==> src/design/pedal_swept_stereo_biquad_assert.svh <==
// ---------------------------------------------------------------------------
// Assertion macros for the swept stereo biquad.
// Immediate-implication and next-cycle forms, disabled during reset.
// ---------------------------------------------------------------------------
`ifndef PEDAL_SWEPT_STEREO_BIQUAD_ASSERT_SVH
`define PEDAL_SWEPT_STEREO_BIQUAD_ASSERT_SVH

`define PSB_ASSERT_IMP(lbl, clk, rst_n, ante, cons, msg) \
    lbl: assert property (@(posedge clk) disable iff (!rst_n) (ante) |-> (cons)) \
        else $error(msg);

`define PSB_ASSERT_NXT(lbl, clk, rst_n, ante, cons, msg) \
    lbl: assert property (@(posedge clk) disable iff (!rst_n) (ante) |=> (cons)) \
        else $error(msg);

`endif

==> src/design/psb_pkg.sv <==
// ---------------------------------------------------------------------------
// psb_pkg
// Shared types and constants of the swept stereo biquad.
// ---------------------------------------------------------------------------
package psb_pkg;

    localparam int COEF_W   = 16;
    localparam int SAMPLE_W = 24;
    localparam int HIST_W   = 32;
    localparam int PROD_W   = COEF_W + HIST_W;
    localparam int QSHIFT   = 8;
    localparam int KINDS    = 5;

    localparam logic [7:0] ROW_TOP = 8'd255;

    localparam logic CMD_FILTER = 1'b0;
    localparam logic CMD_COEF   = 1'b1;

    localparam logic [2:0] KIND_B0 = 3'd0;
    localparam logic [2:0] KIND_B1 = 3'd1;
    localparam logic [2:0] KIND_B2 = 3'd2;
    localparam logic [2:0] KIND_A1 = 3'd3;
    localparam logic [2:0] KIND_A2 = 3'd4;

    localparam logic signed [HIST_W-1:0] CLIP_HI = 32'sd8388607;
    localparam logic signed [HIST_W-1:0] CLIP_LO = -32'sd8388608;

    typedef struct packed {
        logic                       command;
        logic                       channel;
        logic signed [SAMPLE_W-1:0] sample_in;
        logic [7:0]                 pedal_position;
        logic [7:0]                 coef_row;
        logic [2:0]                 coef_kind;
        logic signed [COEF_W-1:0]   coef_value;
    } t_in_beat;

    typedef struct packed {
        logic                     channel_out;
        logic signed [HIST_W-1:0] sample_out;
    } t_out_beat;

    typedef struct packed {
        logic signed [HIST_W-1:0] x1;
        logic signed [HIST_W-1:0] x2;
        logic signed [HIST_W-1:0] y1;
        logic signed [HIST_W-1:0] y2;
    } t_hist;

    typedef struct packed {
        logic mul_en;
        logic acc_en;
        logic acc_first;
        logic acc_sub;
    } t_mac_ctrl;

endpackage

==> src/design/psb_hist_mem.sv <==
// ---------------------------------------------------------------------------
// psb_hist_mem
// Per-channel filter history memory with valid bits and write bypass.
// ---------------------------------------------------------------------------
module psb_hist_mem #(
    parameter int CHANNELS = 2,
    parameter int IDX_W    = 1
) (
    input  logic                  i_clk,
    input  logic                  i_rst_n,
    input  logic                  i_rd_en,
    input  logic [IDX_W-1:0]      i_rd_idx,
    output psb_pkg::t_hist        o_rd_data,
    input  logic                  i_wr_en,
    input  logic [IDX_W-1:0]      i_wr_idx,
    input  psb_pkg::t_hist        i_wr_data
);

    psb_pkg::t_hist        r_mem [CHANNELS];
    logic [CHANNELS-1:0]   r_valid;
    psb_pkg::t_hist        r_rd_data;

    always_ff @(posedge i_clk) begin
        if (!i_rst_n) begin
            r_valid <= '0;
        end else if (i_wr_en) begin
            r_valid[i_wr_idx] <= 1'b1;
        end
    end

    always_ff @(posedge i_clk) begin
        if (i_wr_en) begin
            r_mem[i_wr_idx] <= i_wr_data;
        end
    end

    always_ff @(posedge i_clk) begin
        if (i_rd_en) begin
            if (i_wr_en && (i_wr_idx == i_rd_idx)) begin
                r_rd_data <= i_wr_data;
            end else if (!r_valid[i_rd_idx]) begin
                r_rd_data <= '0;
            end else begin
                r_rd_data <= r_mem[i_rd_idx];
            end
        end
    end

    assign o_rd_data = r_rd_data;

endmodule

==> config.mk <==
export PLATFORM = sky130hd
export DESIGN_NAME = psb_hist_mem
export DESIGN_NICKNAME = d
export VERILOG_FILES = /design/src/design/pedal_swept_stereo_biquad_assert.svh /design/src/design/psb_pkg.sv /design/src/design/psb_hist_mem.sv
export SDC_FILE = /design/constraint.sdc
export NUM_CORES = 1
export LEC_CHECK = 0
export BUFFER_PORTS_ARGS = -buffer_cell sky130_fd_sc_hd__buf_4
export CAP_MARGIN = 15
export CORE_ASPECT_RATIO = 1.1
export CORE_MARGIN = 5
export CORE_UTILIZATION = 52
export CTS_CLUSTER_DIAMETER = 80
export DETAILED_ROUTE_END_ITERATION = 12
export GPL_ROUTABILITY_DRIVEN = 0
export MAX_ROUTING_LAYER = met4
export PLACE_DENSITY_LB_ADDON = 0.15
export SYNTH_ARGS = -nofsm -noshare
export SYNTH_HDL_FRONTEND = slang
export SYNTH_SLANG_ARGS = --single-unit
==> constraint.sdc <==
create_clock -name i_clk -period 17.53 [get_ports i_clk]
set_clock_uncertainty 0.05 [all_clocks]
set_input_delay 2.6295 -clock i_clk [delete_from_list [all_inputs] [get_ports i_clk]]
set_output_delay 2.6295 -clock i_clk [all_outputs]
set_load 0.02 [all_outputs]
==> impl_metrics.toml <==
[grt]
grtUsageTotal_pct = 18.3
grt_pass1_wl_um = 46600
grt_overflow_total = 0
antenna_found_initial = 0
grt_pass1_vias = 8057
grt_max_degree = 83

[power_and_ir_drop]
ir_drop_uv = 82.8
power_density_mw_per_mm2 = 112
p_leak_nw = 7.68

[sta]
worst_slack_ps = 12210
whs_ps = 472
tns_ps = 0
fin_crit_sh_pct = 30.4
maxSlewViolCount = 0
hold_viol = 0
max_freq_ghz = 0.188
tightestPinTransition_ps = 1060
max_slew_margin_pct = 29.5
setup_viol_count_final = 0
grt_setup_unrepaired = "no"
period_needed_ps = 5320

[cells_and_area]
num_antenna_cells = 0
layout.nets = 1223
post-route-util_pct = 63.8
layout-drive-gt1-share_pct = 40.4
syn_to_final_growth_pct = 20.9
finalNonFillerCells = 1489

[clock_network]
ctsResizeCount = 0
cts_made_buffers = 39
cts_root_buf = "clkbuf_16"
htreeDepth = 2
clock_latency_ps = 510
clock-sinks = 386
clock_path_buffers = 3
clk_pin_slew_worst_paths_ps = 60
cts_setup_buffers = 0
ctsHoldBuffers = 0
tritoncts = "done"

[setup_path]
start_kind = "primary input"
path_max_fanout = 82
reg2reg_to = "o_rd_data[19]$_DFFE_PP_"
critPathKind = "in -> reg"
required_ps = 17730
reg2reg_depth = 4
critPathArrivalTime_ps = 5530
rr_startpoint = "r_valid[0]$_SDFFE_PN0P_"
endpoint_kind = "flop"
reg2reg_slack_ps = 15590

[routing]
post_drt_wl_per_cell_um = 20.5
drt_iter0_drc = 578
routed_wl_um = 30500
drc = 0
routed.top_layer = "met4"
met1Wirelength_um = 12600
vias = 7782
dr_wl_met3_um = 2190
dr_wl_met2_um = 15200
vias_per_cell = 5.23
drtPass1Iterations = 4
antenna_left = 0

[job]
drv_cap = 0

[min_path]
min_to = "r_valid[1]$_SDFFE_PN0P_"
hold_path.class = "reg -> reg"
whs_path_depth = 1
min_from = "r_valid[1]$_SDFFE_PN0P_"

[synthesis]
synth_edf_count = 384
syn_area_per_cell_um2 = 19.1
synthArstFlopShare_pct = 0
yosysSeqAreaShare_pct = 73.9
syn-num-nets = 954
yosys-top-cells-count = "edfxtp_1 (384), mux2i_1 (128), nor2_1 (128)"
ys_top_cells_by_area = "edfxtp_1 (74%), mux2_4 (9.6%), mux2i_1 (8.2%), nor2_1 (3.1%), mux2_2 (2.0%)"
ys_types = 17
synth.cell_area_mm2 = 0.0157
synth_top_flop_cell = "edfxtp_1"
synth_seq_cells = 386
yosys_warnings = 0
synth_top_area_cell = "edfxtp_1"
syn_inst = 820
synth.most_common_cell = "edfxtp_1"
synth.top_cell.area_share_pct = 73.7

[placement]
port-buffer-count = 261
pre_cts_ws_ps = 11590
dp_hpwl_um = 18200
dp_cells = 1422

[floorplanning]
die_area_mm2 = 0.0337
die_w_um = 175
rows = 66
start_util_pct = 52.8
pin_count = 262
die_height_um = 192
coreArea_mm2 = 0.0296

[run_status]
outcome = "completed"
sequential cells by signal, indices dropped and copies added (netlist names):
register / count
r_mem: 256
o_rd_data: 128
r_valid: 2
worst max-delay path by stage:
stage	startpoint	to	slack, ps	cells after the start
floorplan	i_wr_idx	r_mem[0][0]$_DFFE_PP_	8500	1
global placement	i_rd_idx	o_rd_data[108]$_DFFE_PP_	11600	5
detailed placement	i_rd_idx	o_rd_data[111]$_DFFE_PP_	11590	5
CTS	i_rd_idx	o_rd_data[113]$_DFFE_PP_	12120	5
global route	i_rd_idx	o_rd_data[113]$_DFFE_PP_	12040	5
finish	i_rd_idx	o_rd_data[112]$_DFFE_PP_	12210	5
through the flow:
stage | cell area [um^2] | power, mW
2_1_floorplan | 15700 | 1.28
3_3_place_gp | 17700 | 1.36
3_5_place_dp | 17700 | 1.37
4_1_cts | 18900 | 2.15
5_1_grt | 18900 | 2.21
6_report | 18900 | 2.12
area by class of cell:
class	instances	area (um^2)
clock buffer	51	1060
clock inverter	16	123
fill	2120	10700
multi-input combinational	391	3660
sequential	386	11600
tap	374	468
timing repair buffer	271	2040
placed cells by master, fill, tap and decap left out:
cell / netlist / routed
mux2i_1: 128 / 128
clkbuf_1: 0 / 10
and2_4: 0 / 1
nor2_1: 128 / 128
o21a_1: 2 / 2
clkinv_1: 0 / 9
nand2_4: 0 / 1
clkbuf_8: 0 / 1
dfxtp_1: 2 / 2
buf_4: 7 / 269
mux2_4: 100 / 100
xnor2_1: 1 / 1
buf_6: 15 / 1
nor2b_4: 0 / 1
bufinv_16: 0 / 2
clkinv_4: 0 / 1
clkbuf_16: 0 / 41
edfxtp_1: 384 / 384
clkinv_2: 0 / 4
mux2_2: 28 / 28
mux2i_4: 1 / 1
where the power goes:
part / internal [mW] / leakage (nW) / total (mW) / switching, mW
combinational: 0.112 / 3.37 / 0.233 / 0.121
sequential: 1.09 / 3.73 / 1.11 / 0.0193
clock: 0.455 / 0.579 / 0.774 / 0.319
total: 1.66 / 7.68 / 2.12 / 0.460
kinds of logic after synthesis:
family | share of synthesized area [%]
multiplexers | 19.9
buffers and inverters | 2.84
flip-flops | 73.9
AND/OR/NAND/NOR | 3.17
XOR/XNOR | 0.0560
AO/OA/AOI/OAI | 0.0959
critical path, cell delays in order:
cell,delay [ps]
clkbuf_8,670
xnor2_1,230
nand2_4,590
buf_4,860
mux2_2,420
layer usage:
metal	global-route usage (%)	up-vias
li1	-	3660
met1	23.7	3866
met2	29.7	222
met3	4.76	34
met4	3.87	0
met5	-	-
(Power assumes the default switching activity.)
