File: src/design/pedal_swept_stereo_biquad_assert.svh
// ---------------------------------------------------------------------------
// Assertion macros for the swept stereo biquad.
// Immediate-implication and next-cycle forms, disabled during reset.
// ---------------------------------------------------------------------------
`ifndef PEDAL_SWEPT_STEREO_BIQUAD_ASSERT_SVH
`define PEDAL_SWEPT_STEREO_BIQUAD_ASSERT_SVH

`define PSB_ASSERT_IMP(lbl, clk, rst_n, ante, cons, msg) \
    lbl: assert property (@(posedge clk) disable iff (!rst_n) (ante) |-> (cons)) \
        else $error(msg);

`define PSB_ASSERT_NXT(lbl, clk, rst_n, ante, cons, msg) \
    lbl: assert property (@(posedge clk) disable iff (!rst_n) (ante) |=> (cons)) \
        else $error(msg);

`endif

File: src/design/psb_pkg.sv
// ---------------------------------------------------------------------------
// psb_pkg
// Shared types and constants of the swept stereo biquad.
// ---------------------------------------------------------------------------
package psb_pkg;

    localparam int COEF_W   = 16;
    localparam int SAMPLE_W = 24;
    localparam int HIST_W   = 32;
    localparam int PROD_W   = COEF_W + HIST_W;
    localparam int QSHIFT   = 8;
    localparam int KINDS    = 5;

    localparam logic [7:0] ROW_TOP = 8'd255;

    localparam logic CMD_FILTER = 1'b0;
    localparam logic CMD_COEF   = 1'b1;

    localparam logic [2:0] KIND_B0 = 3'd0;
    localparam logic [2:0] KIND_B1 = 3'd1;
    localparam logic [2:0] KIND_B2 = 3'd2;
    localparam logic [2:0] KIND_A1 = 3'd3;
    localparam logic [2:0] KIND_A2 = 3'd4;

    localparam logic signed [HIST_W-1:0] CLIP_HI = 32'sd8388607;
    localparam logic signed [HIST_W-1:0] CLIP_LO = -32'sd8388608;

    typedef struct packed {
        logic                       command;
        logic                       channel;
        logic signed [SAMPLE_W-1:0] sample_in;
        logic [7:0]                 pedal_position;
        logic [7:0]                 coef_row;
        logic [2:0]                 coef_kind;
        logic signed [COEF_W-1:0]   coef_value;
    } t_in_beat;

    typedef struct packed {
        logic                     channel_out;
        logic signed [HIST_W-1:0] sample_out;
    } t_out_beat;

    typedef struct packed {
        logic signed [HIST_W-1:0] x1;
        logic signed [HIST_W-1:0] x2;
        logic signed [HIST_W-1:0] y1;
        logic signed [HIST_W-1:0] y2;
    } t_hist;

    typedef struct packed {
        logic mul_en;
        logic acc_en;
        logic acc_first;
        logic acc_sub;
    } t_mac_ctrl;

endpackage

File: src/design/psb_mac.sv
// ---------------------------------------------------------------------------
// psb_mac
// Shared multiplier with a registered product and a 32-bit wrapping
// accumulator of floor-shifted Q8 terms.
// ---------------------------------------------------------------------------
module psb_mac (
    input  logic                                 i_clk,
    input  psb_pkg::t_mac_ctrl                   i_ctrl,
    input  logic signed [psb_pkg::COEF_W-1:0]    i_coef,
    input  logic signed [psb_pkg::HIST_W-1:0]    i_operand,
    output logic signed [psb_pkg::HIST_W-1:0]    o_sum
);

    logic signed [psb_pkg::PROD_W-1:0] r_prod;
    logic signed [psb_pkg::HIST_W-1:0] r_acc;
    logic signed [psb_pkg::HIST_W-1:0] term;
    logic signed [psb_pkg::HIST_W-1:0] base;
    logic signed [psb_pkg::HIST_W-1:0] n_acc;

    always_comb begin
        term  = psb_pkg::HIST_W'(r_prod >>> psb_pkg::QSHIFT);
        base  = i_ctrl.acc_first ? '0 : r_acc;
        n_acc = i_ctrl.acc_sub ? (base - term) : (base + term);
    end

    always_ff @(posedge i_clk) begin
        if (i_ctrl.mul_en) begin
            r_prod <= psb_pkg::PROD_W'(i_coef) * psb_pkg::PROD_W'(i_operand);
        end
        if (i_ctrl.acc_en) begin
            r_acc <= n_acc;
        end
    end

    assign o_sum = n_acc;

endmodule

File: config.mk
export PLATFORM = sky130hd
export DESIGN_NAME = psb_mac
export DESIGN_NICKNAME = d
export VERILOG_FILES = /design/src/design/pedal_swept_stereo_biquad_assert.svh /design/src/design/psb_pkg.sv /design/src/design/psb_mac.sv
export SDC_FILE = /design/constraint.sdc
export NUM_CORES = 1
export LEC_CHECK = 0
export ABC_CLOCK_PERIOD_IN_PS = 12300
export BUFFER_PORTS_ARGS = -buffer_cell sky130_fd_sc_hd__buf_2
export CAP_MARGIN = 10
export CORE_MARGIN = 5
export CORE_UTILIZATION = 45
export DETAILED_ROUTE_END_ITERATION = 16
export PLACE_DENSITY = 0.67
export SYNTH_ARGS = -nofsm -noshare
export SYNTH_HDL_FRONTEND = slang
export SYNTH_SLANG_ARGS = --single-unit
File: constraint.sdc
create_clock -name i_clk -period 12.3 [get_ports i_clk]
set_input_delay 1.23 -clock i_clk [delete_from_list [all_inputs] [get_ports i_clk]]
set_output_delay 1.23 -clock i_clk [all_outputs]
set_load 0.05 [all_outputs]
==> summary.md <==
| Metric | Value |
|---|---|
| Post-Synth Adder-Cell Area | 51.0% |
| Synth Area in Compound Gates | 5.69% |
| Mux cell area share after synthesis | 0.213% |
| Min-delay worst type | reg -> reg |
| R2r worst-path depth | 15 |
| Crit-path slowest cell | buf_2 |
| Slew headroom | 34.9% |
| Crit path kind | in -> reg |
| Post-route clock period utilization | 60.5% |
| Total track usage | 20.7% |
| Run status | finished clean |
| Layout fillers | 4116 |
| Total grt overflow | 0 |
| Fin cells | 2768 |
| RSZ-0062 raised after global routing | no |
| CTS tree | built |
| Port Buf Inserts | 84 |
| Hold wc startpoint | r_prod[8] |
| Clock slew at reported path FFs | 0.05 ns |
| Setup slack after layout | 4.85 ns |
| Dpl cells | 2752 |
| Crit path capture type | flop |
| Post-synth EDFFs | 64 |
| CP max stage delay | 0.62 ns |
| R2R Path Start | r_prod[11] |
| Ratio of cells with drive above 1 in the final layout | 4.95% |
| DR vias/cell | 5.10 |
| Area of the multi-input gates | 15300 µm² |
| Drt wl/cell | 17.1 µm |
| Worst-path cell chain | buf_2, nand2_1, fa_1, inv_1, fa_1, inv_1, fa_1, inv_1, fa_1, fa_1, inv_1, fa_1, inv_1, ha_1, a2111oi_0, o21ai_0, o2111ai_1, a21oi_1, or3b_1, a31oi_1, xnor2_1 |
| Post-Synthesis Cells | 2168 |
| Post-DP HPWL | 38000 µm |
| Main combinational cell family by area after synthesis | adder cells |
| Post-DRT Antenna Nets | 0 |
| First-pass GRT wire length | 79100 µm |
| Pre-CTS setup slack | 4.55 ns |
| Final setup fails | 0 |
| Startpoint types | input pin |
| Routability cong. | 0.910 |
| Synth cell types | 54 |
| Sink Count | 64 |
| Setup tns final | 0 ns |
| Peak fanout along the critical path | 33 |
| Reg area | 1920 µm² |
| FP Rows | 76 |
| Initial antenna violation count | 0 |
| Synth warnings | 0 |
| Avg Cell Area, Syn | 8.96 µm² |
| Ys flop type | edfxtp_1 |
| Fin. Hold Viols | 0 |
| CTS root buf | clkbuf_16 |
| Hold buffers post-CTS | 0 |
| I/O pins | 85 |
| Worst Skew | 0.00548 ns |
| DR vias | 14100 |
| Crit path DAT | 7.50 ns |
| Worst reg2reg path endpoint | r_acc[30] |
| Vias in the first global route | 15300 |
| Setup Buffers After CTS | 0 |
| Max cap viols | 0 |
| Drt pass-1 iters | 5 |
| Yosys reg bits | 64 |
| Synth Cell Area | 19400 µm² |
| Synth Area in Simple Gates | 16.8% |
| Sequential area share after synthesis | 9.89% |
| Fin. max-slew vios | 0 |
| Family with the most delay on the worst path | adder cells |
| WHS Path Cells | 2 |
| Clk_lat worst skew | 0.33 ns |
| # DRC | 0 |
| Nets | 2776 |
| Max frequency | 134 MHz |
| Starting DRT DRC Count | 1027 |
| Starting Density | 45.3% |
| Synth Area in XOR/XNOR | 4.86% |
| Die ar. | 47400 µm² |
| Area grow syn2layout | 5.73% |
| Hold EP | r_acc[0] |
| CTS Buf Count | 9 |
| N_diodes | 0 |
| Crit path top cell by count | fa_1 |
| CP bufs+invs | 6 |
| Required @ worst endpoint | 12.36 ns |
| Die W | 218 µm |
| Die height | 218 µm |
| Worst slew pin tran | 0.975 ns |
| Core Footprint | 42900 µm² |
| Ys async rst share | 0% |
| Largest net degree at the start of global routing | 34 |
| R2R Setup Slk | 7.94 ns |
| CTS Buffer Depth | 2 |
| Min Clock Period, post-route | 7.45 ns |
| Cts repair resizes | 0 |
| Post-Syn Nets | 2766 |
| DRT Wirelength | 47400 µm |
| H-tree Lvls | 3 |
worst register-to-register path, stage by stage, from the launching register on:
cell	delay, ns
edfxtp_1	0.45
or3_1	0.43
nor3_1	0.36
and2_1	0.30
a21oi_1	0.11
xnor2_1	0.16
ha_1	0.37
and3_1	0.24
nand2_1	0.10
nor4_1	0.54
o2111ai_1	0.23
a21oi_1	0.25
a21oi_1	0.18
o21bai_1	0.16
a21oi_1	0.09
xnor2_1	0.15
logic make-up after synthesis:
group                      count (synthesis)
AOI/OAI and AO/OA                        176
adders and majority gates                545
xor gates and xnor gates                 107
buffers and inverters                    597
and+or+nand+nor                          675
DFF                                       64
muxes                                      4
synthesized netlist by cell type (all sizes together) (3+ instances only):
cell | count | area (µm²)
or4 | 3 | 26.3
fa | 411 | 8230
and3 | 6 | 37.5
nor3 | 23 | 120
nand2b | 15 | 93.8
o211ai | 3 | 22.5
xor2 | 23 | 201
nor2b | 40 | 250
o21bai | 6 | 45.0
mux2i | 3 | 30.0
clkbuf | 81 | 304
nand3 | 11 | 55.1
buf | 4 | 15.0
and2 | 171 | 1070
ha | 134 | 1680
or2 | 3 | 18.8
nand2 | 314 | 1180
a31o | 3 | 26.3
o31a | 3 | 26.3
nor3b | 4 | 40.0
nor4 | 6 | 43.8
o31ai | 3 | 22.5
or3 | 4 | 25.0
a2111oi | 3 | 26.3
a21o | 26 | 195
nor2 | 68 | 255
inv | 512 | 1920
xnor2 | 84 | 743
nand4 | 4 | 25.0
o21a | 8 | 60.1
o21ai | 27 | 135
a21oi | 67 | 335
a211oi | 6 | 45.0
a31oi | 9 | 62.6
a221oi | 3 | 26.3
edfxtp | 64 | 1920
layout make-up:
class	count	area share [%]
Multi-Input combinational cell	1507	74.3
Clock buffer	11	1.13
Sequential cell	64	9.36
Clock inverter	5	0.232
Timing Repair Buffer	84	2.05
Inverter	512	9.36
Tap cell	585	3.56
how the worst max path moves through the flow:
stage / endpoint / slack, ns / cells after the start / from
6_report: r_prod[39] / 4.85 / 21 / i_coef[7]
5_1_grt: r_prod[39] / 4.50 / 21 / i_coef[7]
4_1_cts: r_prod[39] / 4.89 / 21 / i_coef[7]
3_5_place_dp: r_prod[39] / 4.55 / 21 / i_coef[7]
3_3_place_gp: r_prod[39] / 4.65 / 21 / i_coef[7]
2_1_floorplan: r_prod[34] / 5.26 / 24 / i_coef[7]
cell usage in the layout, fill, tap and decap left out, types with 6 or more instances in the layout:
| master | Yosys | routed |
|---|---|---|
| a21oi_1 | 67 | 67 |
| nand2b_1 | 15 | 15 |
| edfxtp_1 | 64 | 64 |
| o21bai_1 | 6 | 6 |
| clkbuf_16 | 0 | 9 |
| fa_1 | 411 | 411 |
| nor2b_1 | 40 | 40 |
| nand2_1 | 314 | 314 |
| ha_1 | 134 | 134 |
| xnor2_1 | 83 | 83 |
| xor2_1 | 23 | 23 |
| o21ai_0 | 24 | 24 |
| inv_1 | 512 | 512 |
| nor3_1 | 22 | 22 |
| a31oi_1 | 8 | 8 |
| buf_2 | 0 | 84 |
| a211oi_1 | 6 | 6 |
| and3_1 | 6 | 6 |
| nor2_1 | 68 | 68 |
| nand3_1 | 11 | 11 |
| a21o_1 | 26 | 26 |
| o21a_1 | 8 | 8 |
| and2_1 | 171 | 171 |
sequential cells by signal (all words and copies together), names as in the netlist:
| name | flops |
|---|---|
| r_acc | 32 |
| r_prod | 32 |
through the flow:
stage | hold slack [ns] | area [µm²] | util [%]
finish | 0.768 | 20500 | 47.9
global route | 0.806 | 20500 | 47.9
CTS | 0.773 | 20500 | 47.9
detailed placement | 0.763 | 20300 | 47.2
global placement | 0.762 | 20300 | 47.2
floorplan | 0.922 | 19400 | -
layer usage:
layer  part of all wire [%]  GRT usage, %
met1                     42          27.8
met2                     46          34.0
met3                     10          5.97
met4                    2.1          4.21
met5                      0             0
Power is left out: the tool's default activity adds up to more than one toggle a clock period on the data nets, which glitch-free logic cannot reach.
